[src/hw/rtl/compacting_array_list_defines.svh]
// Assertion macros for the compacting array list.
// Used by the datapath; expects clock and reset in the including scope.
`ifndef COMPACTING_ARRAY_LIST_DEFINES_SVH
`define COMPACTING_ARRAY_LIST_DEFINES_SVH

// checked outside reset
`define CAL_ASSERT(lbl, prop, msg) \
   lbl: assert property (@(posedge clock) disable iff (reset) (prop)) \
      else $error(msg);

// checked through reset as well
`define CAL_ASSERT_RST(lbl, prop, msg) \
   lbl: assert property (@(posedge clock) (prop)) \
      else $error(msg);

`endif

[src/hw/rtl/cal_pkg.sv]
// Shared types and constants for the compacting array list.
// No dependencies; used by cal_ctrl, cal_dp and compacting_array_list.
package cal_pkg;

   localparam int CAPACITY = 128;
   localparam int IDX_W    = $clog2(CAPACITY);
   localparam int CNT_W    = $clog2(CAPACITY + 1);
   localparam int KEY_W    = 8;

   typedef logic [IDX_W-1:0] idx_type;
   typedef logic [CNT_W-1:0] cnt_type;
   typedef logic [KEY_W-1:0] key_type;

   typedef enum logic [1:0] {
      MODE_APPEND = 2'd0,
      MODE_SEARCH = 2'd1,
      MODE_REMOVE = 2'd2,
      MODE_READ   = 2'd3
   } mode_type;

   typedef enum logic [3:0] {
      ST_IDLE,
      ST_APPEND,
      ST_READ,
      ST_READ_WAIT,
      ST_SCAN_FIND,
      ST_SCAN_DEL,
      ST_FOUND,
      ST_MISS,
      ST_SHIFT
   } state_type;

   typedef enum logic [2:0] {
      RES_MISS,
      RES_APPEND,
      RES_READ,
      RES_HIT,
      RES_REMOVE
   } res_type;

   typedef struct packed {
      logic    load;
      logic    issue;
      logic    rd_pos;
      logic    take_hit;
      logic    shift_wr;
      logic    commit;
      res_type res;
   } cmd_type;

   typedef struct packed {
      logic ptr_lt_cnt;
      logic in_flight;
      logic hit;
      logic out_free;
   } sts_type;

endpackage

[src/hw/rtl/cal_ctrl.sv]
// Controller state machine for the compacting array list.
// Depends on cal_pkg; drives datapath commands from its status.
module cal_ctrl (
   input  logic              clock,
   input  logic              reset,
   input  logic              req_valid,
   input  logic [1:0]        req_mode,
   output logic              req_stall,
   input  cal_pkg::sts_type  sts,
   output cal_pkg::cmd_type  cmd
);

   cal_pkg::state_type state_ff, state_in;

   always_ff @(posedge clock) begin
      if (reset) begin
         state_ff <= cal_pkg::ST_IDLE;
      end else begin
         state_ff <= state_in;
      end
   end

   always_comb begin
      state_in = state_ff;
      case (state_ff)
         cal_pkg::ST_IDLE: begin
            if (req_valid) begin
               case (cal_pkg::mode_type'(req_mode))
                  cal_pkg::MODE_APPEND: state_in = cal_pkg::ST_APPEND;
                  cal_pkg::MODE_SEARCH: state_in = cal_pkg::ST_SCAN_FIND;
                  cal_pkg::MODE_REMOVE: state_in = cal_pkg::ST_SCAN_DEL;
                  default:              state_in = cal_pkg::ST_READ;
               endcase
            end
         end
         cal_pkg::ST_READ: state_in = cal_pkg::ST_READ_WAIT;
         cal_pkg::ST_SCAN_FIND, cal_pkg::ST_SCAN_DEL: begin
            if (sts.hit) begin
               state_in = (state_ff == cal_pkg::ST_SCAN_DEL) ? cal_pkg::ST_SHIFT
                                                             : cal_pkg::ST_FOUND;
            end else if (!sts.ptr_lt_cnt && !sts.in_flight) begin
               state_in = cal_pkg::ST_MISS;
            end
         end
         cal_pkg::ST_SHIFT: begin
            if (!sts.ptr_lt_cnt && !sts.in_flight && sts.out_free) begin
               state_in = cal_pkg::ST_IDLE;
            end
         end
         cal_pkg::ST_APPEND, cal_pkg::ST_READ_WAIT, cal_pkg::ST_FOUND,
         cal_pkg::ST_MISS: begin
            if (sts.out_free) begin
               state_in = cal_pkg::ST_IDLE;
            end
         end
         default: state_in = cal_pkg::ST_IDLE;
      endcase
   end

   always_comb begin
      cmd       = '0;
      cmd.res   = cal_pkg::RES_MISS;
      req_stall = 1'b1;
      case (state_ff)
         cal_pkg::ST_IDLE: begin
            req_stall = 1'b0;
            cmd.load  = req_valid;
         end
         cal_pkg::ST_APPEND: begin
            cmd.commit = sts.out_free;
            cmd.res    = cal_pkg::RES_APPEND;
         end
         cal_pkg::ST_READ: cmd.rd_pos = 1'b1;
         cal_pkg::ST_READ_WAIT: begin
            cmd.commit = sts.out_free;
            cmd.res    = cal_pkg::RES_READ;
         end
         cal_pkg::ST_SCAN_FIND, cal_pkg::ST_SCAN_DEL: begin
            if (sts.hit) begin
               cmd.take_hit = 1'b1;
            end else begin
               cmd.issue = sts.ptr_lt_cnt;
            end
         end
         cal_pkg::ST_FOUND: begin
            cmd.commit = sts.out_free;
            cmd.res    = cal_pkg::RES_HIT;
         end
         cal_pkg::ST_MISS: begin
            cmd.commit = sts.out_free;
            cmd.res    = cal_pkg::RES_MISS;
         end
         cal_pkg::ST_SHIFT: begin
            cmd.shift_wr = 1'b1;
            cmd.issue    = sts.ptr_lt_cnt;
            cmd.res      = cal_pkg::RES_REMOVE;
            cmd.commit   = !sts.ptr_lt_cnt && !sts.in_flight && sts.out_free;
         end
         default: begin
            req_stall = 1'b1;
         end
      endcase
   end

endmodule

[src/hw/rtl/cal_dp.sv]
// Datapath for the compacting array list: entry memory, count, scan pointer
// and result register. Depends on cal_pkg and compacting_array_list_defines.svh.
`include "compacting_array_list_defines.svh"

module cal_dp (
   input  logic                   clock,
   input  logic                   reset,
   input  cal_pkg::cmd_type       cmd,
   output cal_pkg::sts_type       sts,
   input  logic [7:0]             req_key,
   input  logic [6:0]             req_position,
   output logic                   rsp_valid,
   input  logic                   rsp_stall,
   output logic                   rsp_ok,
   output logic [6:0]             rsp_index,
   output logic [7:0]             rsp_value,
   output logic [7:0]             rsp_count
);

   localparam cal_pkg::cnt_type CAP = cal_pkg::cnt_type'(cal_pkg::CAPACITY);

   cal_pkg::key_type mem [cal_pkg::CAPACITY];

   cal_pkg::key_type key_ff;
   cal_pkg::idx_type pos_ff;
   cal_pkg::cnt_type cnt_ff, cnt_in;
   cal_pkg::cnt_type ptr_ff, ptr_in;
   cal_pkg::idx_type hit_ff;
   cal_pkg::key_type rd_data_ff;
   cal_pkg::idx_type rd_addr_ff;
   logic             rd_vld_ff;

   logic             rsp_valid_ff, rsp_valid_in;
   logic             ok_ff, ok_in;
   cal_pkg::idx_type index_ff, index_in;
   cal_pkg::key_type value_ff, value_in;
   cal_pkg::cnt_type count_ff;

   cal_pkg::idx_type rd_addr;
   logic             rd_en;
   logic             we;
   cal_pkg::idx_type wa;
   cal_pkg::key_type wd;
   logic             out_free;
   logic             app_wr;
   logic             shift_we;
   cal_pkg::cnt_type cnt_inc;

   assign out_free = !rsp_valid_ff || !rsp_stall;

   assign sts.ptr_lt_cnt = ptr_ff < cnt_ff;
   assign sts.in_flight  = rd_vld_ff;
   assign sts.hit        = rd_vld_ff && (rd_data_ff == key_ff);
   assign sts.out_free   = out_free;

   assign app_wr   = cmd.commit && cmd.res == cal_pkg::RES_APPEND && cnt_ff < CAP;
   assign shift_we = cmd.shift_wr && rd_vld_ff;
   assign cnt_inc  = cnt_ff + cal_pkg::cnt_type'(1);

   // memory ports
   assign rd_en   = cmd.issue || cmd.rd_pos;
   assign rd_addr = cmd.rd_pos ? pos_ff : ptr_ff[cal_pkg::IDX_W-1:0];

   always_comb begin
      we = 1'b0;
      wa = cnt_ff[cal_pkg::IDX_W-1:0];
      wd = key_ff;
      if (app_wr) begin
         we = 1'b1;
      end else if (shift_we) begin
         we = 1'b1;
         wa = rd_addr_ff - cal_pkg::idx_type'(1);
         wd = rd_data_ff;
      end
   end

   always_ff @(posedge clock) begin
      if (we) begin
         mem[wa] <= wd;
      end
      if (rd_en) begin
         rd_data_ff <= mem[rd_addr];
      end
   end

   // result
   always_comb begin
      ok_in    = 1'b0;
      index_in = '0;
      value_in = '0;
      cnt_in   = cnt_ff;
      case (cmd.res)
         cal_pkg::RES_APPEND: begin
            if (cnt_ff < CAP) begin
               ok_in    = 1'b1;
               index_in = cnt_ff[cal_pkg::IDX_W-1:0];
               if (cmd.commit) begin
                  cnt_in = cnt_inc;
               end
            end
         end
         cal_pkg::RES_READ: begin
            if (cal_pkg::cnt_type'(pos_ff) < cnt_ff) begin
               ok_in    = 1'b1;
               index_in = pos_ff;
               value_in = rd_data_ff;
            end
         end
         cal_pkg::RES_HIT: begin
            ok_in    = 1'b1;
            index_in = hit_ff;
         end
         cal_pkg::RES_REMOVE: begin
            ok_in    = 1'b1;
            index_in = hit_ff;
            if (cmd.commit) begin
               cnt_in = cnt_ff - cal_pkg::cnt_type'(1);
            end
         end
         default: begin
            ok_in = 1'b0;
         end
      endcase
   end

   always_comb begin
      ptr_in = ptr_ff;
      if (cmd.load) begin
         ptr_in = '0;
      end else if (cmd.take_hit) begin
         ptr_in = cal_pkg::cnt_type'(rd_addr_ff) + cal_pkg::cnt_type'(1);
      end else if (cmd.issue) begin
         ptr_in = ptr_ff + cal_pkg::cnt_type'(1);
      end
   end

   always_comb begin
      rsp_valid_in = rsp_valid_ff;
      if (cmd.commit) begin
         rsp_valid_in = 1'b1;
      end else if (!rsp_stall) begin
         rsp_valid_in = 1'b0;
      end
   end

   always_ff @(posedge clock) begin
      if (reset) begin
         cnt_ff       <= '0;
         ptr_ff       <= '0;
         rd_vld_ff    <= 1'b0;
         rsp_valid_ff <= 1'b0;
      end else begin
         cnt_ff       <= cnt_in;
         ptr_ff       <= ptr_in;
         rd_vld_ff    <= cmd.issue;
         rsp_valid_ff <= rsp_valid_in;
      end
   end

   always_ff @(posedge clock) begin
      if (cmd.load) begin
         key_ff <= req_key;
         pos_ff <= req_position;
      end
      if (cmd.issue) begin
         rd_addr_ff <= ptr_ff[cal_pkg::IDX_W-1:0];
      end
      if (cmd.take_hit) begin
         hit_ff <= rd_addr_ff;
      end
      if (cmd.commit) begin
         ok_ff    <= ok_in;
         index_ff <= index_in;
         value_ff <= value_in;
         count_ff <= cnt_in;
      end
   end

   assign rsp_valid = rsp_valid_ff;
   assign rsp_ok    = ok_ff;
   assign rsp_index = index_ff;
   assign rsp_value = value_ff;
   assign rsp_count = count_ff;

   `CAL_ASSERT(a_cnt_range, cnt_ff <= CAP, "entry count beyond capacity")
   `CAL_ASSERT(a_append_grows, app_wr |=> (cnt_ff == $past(cnt_inc)), "append did not grow")
   `CAL_ASSERT(a_shift_addr, shift_we |-> (rd_addr_ff != '0), "shift write below index zero")
   `CAL_ASSERT(a_commit_free, cmd.commit |-> out_free, "result overwrote a waiting word")
   `CAL_ASSERT_RST(a_reset_clear, reset |=> ((cnt_ff == '0) && !rsp_valid_ff), "reset incomplete")

endmodule

[src/hw/rtl/compacting_array_list.sv]
// Compacting array list top level: append, search, remove and read-at on a list of bytes.
// Search and remove scan the entries from index 0 and stop at the first hit; a remove hit
// then shifts every later entry down by one index. The result is registered at the commit.
// One word at a time: the next is taken in the cycle after the result is registered; a
// stalled result holds the commit and with it the input.
// Reset clears the state, the count and the result valid; entries are not cleared.
module compacting_array_list (
   input  logic       clock,
   input  logic       reset,
   input  logic       req_valid,
   output logic       req_stall,
   input  logic [1:0] req_mode,
   input  logic [7:0] req_key,
   input  logic [6:0] req_position,
   output logic       rsp_valid,
   input  logic       rsp_stall,
   output logic       rsp_ok,
   output logic [6:0] rsp_index,
   output logic [7:0] rsp_value,
   output logic [7:0] rsp_count
);

   cal_pkg::cmd_type cmd;
   cal_pkg::sts_type sts;

   cal_ctrl u_ctrl (
      .clock     (clock),
      .reset     (reset),
      .req_valid (req_valid),
      .req_mode  (req_mode),
      .req_stall (req_stall),
      .sts       (sts),
      .cmd       (cmd)
   );

   cal_dp u_dp (
      .clock        (clock),
      .reset        (reset),
      .cmd          (cmd),
      .sts          (sts),
      .req_key      (req_key),
      .req_position (req_position),
      .rsp_valid    (rsp_valid),
      .rsp_stall    (rsp_stall),
      .rsp_ok       (rsp_ok),
      .rsp_index    (rsp_index),
      .rsp_value    (rsp_value),
      .rsp_count    (rsp_count)
   );

endmodule
[config.mk]
export PLATFORM = sky130hd
export DESIGN_NAME = compacting_array_list
export DESIGN_NICKNAME = d
export VERILOG_FILES = /design/src/hw/rtl/cal_pkg.sv /design/src/hw/rtl/cal_ctrl.sv /design/src/hw/rtl/cal_dp.sv /design/src/hw/rtl/compacting_array_list.sv
export VERILOG_INCLUDE_DIRS = /design/src /design/src/hw/rtl
export SDC_FILE = /design/constraint.sdc
export NUM_CORES = 2
export LEC_CHECK = 0
export BUFFER_PORTS_ARGS = -buffer_cell sky130_fd_sc_hd__buf_2
export CORE_MARGIN = 8
export CORE_UTILIZATION = 40
export CTS_CLUSTER_SIZE = 8
export DETAILED_ROUTE_END_ITERATION = 8
export GPL_TIMING_DRIVEN = 0
export MAX_ROUTING_LAYER = met4
export PLACE_DENSITY = 0.61
export SLEW_MARGIN = 20
export SYNTH_ARGS = -nofsm -noshare
export SYNTH_HDL_FRONTEND = slang
export SYNTH_HIERARCHICAL = 1
export SYNTH_SLANG_ARGS = --single-unit
[constraint.sdc]
create_clock -name clock -period 4.68 [get_ports clock]
set_clock_uncertainty 0.1 [all_clocks]
set_input_delay 0.936 -clock clock [delete_from_list [all_inputs] [get_ports clock]]
set_output_delay 0.936 -clock clock [all_outputs]
set_load 0.01 [all_outputs]
==> out/qor.tcl <==
set qor(maxCapViolCount) 0
set qor(synthesis.nets) 3262
set qor(initialDrtViolationCount) 5095
set qor(synth-edff-count) 1085
set qor(clk_latency_ps) 760
set qor(aggregate_routed_wire_length_mm) 157
set qor(cts.reportedPaths.clkPinSlew_ps) 50
set qor(coreArea_um2) 112000
set qor(p_sw_frac) 0.315
set qor(placement.cell_area_um2) 47400
set qor(max_stage_delay_ps) 700
set qor(grt_max_degree) 129
set qor(timing_hold_violations_final) 0
set qor(route.detailed.wl_per_inst_um) 30.6
set qor(report.final.slew_viol_count) 0
set qor(worst-r2r-setup-slack_ps) -90
set qor(layout-drive-gt1-share) 0.232
set qor(fmax_mhz) 210
set qor(globalRouteTotalUtil) 0.257
set qor(p_comb_frac) 0.221
set qor(hp-class) {input port to flop}
set qor(grt_antenna_before_repair) 7
set qor(drt_pre_antenna_iters) 6
set qor(worst_hold_startpoint) {req_position[6]}
set qor(slew-limit-headroom) 0.308
set qor(pwr-share-clk) 0.363
set qor(post-route-drc-count) 0
set qor(cts_hold_buffers) 0
set qor(power_w) 0.0281
set qor(vias_per_cell) 6.10
set qor(synth-seq-area-share) 0.736
set qor(postSynth.topFlopCell) {sky130_fd_sc_hd__edfxtp_1}
set qor(grt_overflow) 0
set qor(detailroute.via_count) 31412
set qor(final_net_count) 3646
set qor(fin_crit_sh) 1.02
set qor(fp-row-count) 123
set qor(final_cells) 5148
set qor(reg2reg_from) {u_ctrl/state_ff[3]}
set qor(pre_cts_slack_ps) -2400
set qor(hold_depth) 1
set qor(cpMaxStageDelayCell) {sky130_fd_sc_hd__nor4_1}
set qor(area_growth_pct) 25.7
set qor(share_seq_of_total_power) 0.417
set qor(worst_r2r_endpoint) {u_dp/rd_data_ff[2]}
set qor(timing.hold.worst_endpoint) {u_dp/pos_ff[6]}
set qor(synth_seq_cells) 1107
set qor(intPower_w) 0.0192
set qor(ctsHtreeMaxLevel) 4
set qor(finalWorstPathRequiredPeriod_ps) 4770
set qor(setup.worst_path.class) {flop to flop}
set qor(dp_cells) 4775
set qor(numPortBuffers) 46
set qor(netSwitchingPower_w) 0.00885
set qor(start_util) 0.401
set qor(synthArstFlopShare) 0
set qor(place.detailed.hpwl_mm) 99.6
set qor(synth_warnings) 6
set qor(die_height_um) 351
set qor(report.final.setup_viol) 5
set qor(ir_worst_vdd_v) 0.000398
set qor(area_of_the_die_um2) 123000
set qor(final.setup.worst_slack_ps) -92.8
set qor(ant_nets) 0
set qor(clock_tree.root_cell) {sky130_fd_sc_hd__clkbuf_16}
set qor(io-pin-count) 47
set qor(clock_buffers_created_by_tritoncts) 156
set qor(worst_setup_path_end_kind) {flop}
set qor(finalInstanceArea_um2) 56400
set qor(critical_path_required_ps) 5040
set qor(gp_routability_congestion) 1.01
set qor(worst_pin_slew_ps) 1040
set qor(p_leak_nw) 18.5
set qor(cell_pwr_density_nw_per_um2) 498
set qor(violated_checks) {negative setup slack}
set qor(clkSinkCount) 1107
set qor(first_global_vias) 29936
set qor(synth_cell_types) 70
set qor(largest_fanout_of_any_net_on_the_critical_path) 10
set qor(clock_tree_from_tritoncts) {done}
set qor(most-common-layout-cells) {sky130_fd_sc_hd__edfxtp_1 (1,085), sky130_fd_sc_hd__nand2_1 (642), sky130_fd_sc_hd__a21oi_1 (187)}
set qor(syn-cell-area_um2) 44900
set qor(cts-root-to-sink-buffers) 3
set qor(syn_inst) 3221
set qor(r2r_cells) 13
set qor(die_w_um) 351
set qor(crit_arrival_ps) 5130
set qor(worstSetupStartpointType) {flop}
set qor(run_status) {finished, violations left}
set qor(final_common_cell) {sky130_fd_sc_hd__edfxtp_1}
set qor(post_synth.cell_area_avg_um2) 13.9
set qor(global_route_wire_length_before_repair_mm) 220
set qor(path_cells) {buf_2 > nand2b_1 > nor3_4 > buf_4 > nor3b_1 > a31oi_4 > clkbuf_2 > clkbuf_4 > o22ai_1 > nor4_1 > nor4_2 > o22ai_1 > nor3_4}
## per-layer routing
| metal | share of wire | vias up | wire length [um] | global-route usage |
|---|---|---|---|---|
| li1 | - | 12844 | - | - |
| met1 | 0.36 | 15524 | 56500 | 0.323 |
| met2 | 0.43 | 2455 | 68100 | 0.372 |
| met3 | 0.14 | 589 | 22000 | 0.0767 |
| met4 | 0.068 | 0 | 10700 | 0.144 |
| met5 | 0 | - | 0 | - |
## Yosys cell counts (all sizes together) (15+ instances only)
cell type / instances / share of area
o221ai: 15 / 0.0029
a21oi: 191 / 0.021
nor3: 22 / 0.0025
and3: 15 / 0.0021
buf: 112 / 0.014
o21ai: 33 / 0.0037
inv: 24 / 0.0020
mux2i: 185 / 0.042
ha: 20 / 0.0056
nand3: 171 / 0.019
mux4: 15 / 0.0075
nor2: 181 / 0.015
dfxtp: 22 / 0.0098
nor4: 78 / 0.011
a31oi: 19 / 0.0029
a311oi: 33 / 0.0066
mux2: 18 / 0.0046
o22ai: 76 / 0.011
xnor2: 20 / 0.0039
nand2: 666 / 0.056
clkbuf: 74 / 0.0062
edfxtp: 1085 / 0.73
## cell type report
class	instances	area [um^2]
clock buffers	180	4020
inverters	24	90.1
diodes	6	15.0
repair buffers	227	3130
fillers	9140	55500
clock inverters	15	275
multi-input cells	1905	12800
flip-flops and latches	1107	33000
well taps	1500	1880
plain buffers	184	1140
## kinds of logic (layout without fill, tap and decap cells)
logic type	Yosys count	in the layout	synth area share
fa+ha+maj	20	20	0.00558
xor+xnor	32	32	0.00624
other cells	0	6	0
mux	218	218	0.0539
flops	1107	1107	0.736
buf+inv	210	630	0.0222
compound gates	433	433	0.0607
simple gates	1201	1202	0.116
## state kept, by name, summed over array words and instances, names as in the netlist
signal and flops:
u_dp/mem 1024, u_dp/cnt_ff 8, u_dp/ptr_ff 8, u_dp/rd_vld_ff 1
u_dp/pos_ff 7, u_dp/rsp_index 7, u_ctrl/state_ff 4, u_dp/hit_ff 7
u_dp/rsp_valid 1, u_dp/rsp_count 8, u_dp/rd_data_ff 8, u_dp/rsp_ok 1
u_dp/rsp_value 8, u_dp/key_ff 8, u_dp/rd_addr_ff 7
## stage by stage
step | util | hold WS (ps) | setup TNS, ps
after global placement | 0.420 | 332 | -4143340
final | 0.504 | 259 | -259
after CTS | 0.499 | 220 | -1720
after global routing | 0.504 | 247 | -16.0
after floorplan | - | 324 | -57880
after detailed placement | 0.423 | 341 | -3023170
## power by group through the flow
stage | Clock, W | Sequential [W] | Combinational [W]
floorplan | 0 | 0.0119 | 0.00280
global placement | 0 | 0.0120 | 0.00531
detailed placement | 0 | 0.0119 | 0.00549
CTS | 0.0103 | 0.0117 | 0.00572
global route | 0.0107 | 0.0117 | 0.00631
finish | 0.0102 | 0.0117 | 0.00620
## worst max path at each step
stage | start | to | slack, ps | depth (start not counted)
detailed placement | u_dp/cnt_ff[1] | u_dp/mem[38][4] | -2400 | 18
CTS | u_ctrl/state_ff[3] | u_dp/rd_data_ff[1] | -280 | 13
floorplan | u_dp/cnt_ff[1] | u_dp/mem[0][6] | -60 | 15
global placement | u_dp/cnt_ff[1] | u_dp/mem[45][2] | -2520 | 15
finish | u_ctrl/state_ff[3] | u_dp/rd_data_ff[2] | -90 | 13
global route | u_dp/cnt_ff[1] | u_dp/mem[35][1] | -3 | 19
## worst max-delay path, delay by kind of cell (launching register included)
kind	cells	cell delay [ps]
and+or+nand+nor	6	1600
DFF	1	310
AOI/OAI and AO/OA	3	1040
buffers and inverters	4	1390
## repair_timing
action                                 in CTS  in global routing
buffers inserted                          161                 12
setup endpoints to repair                2056               1404
pin swaps                                 124                  9
gates cloned                                0                  1
endpoints found under the hold margin       0                  0
gates resized for setup                   462                119
Note: power is estimated with default switching activity, not from simulation.
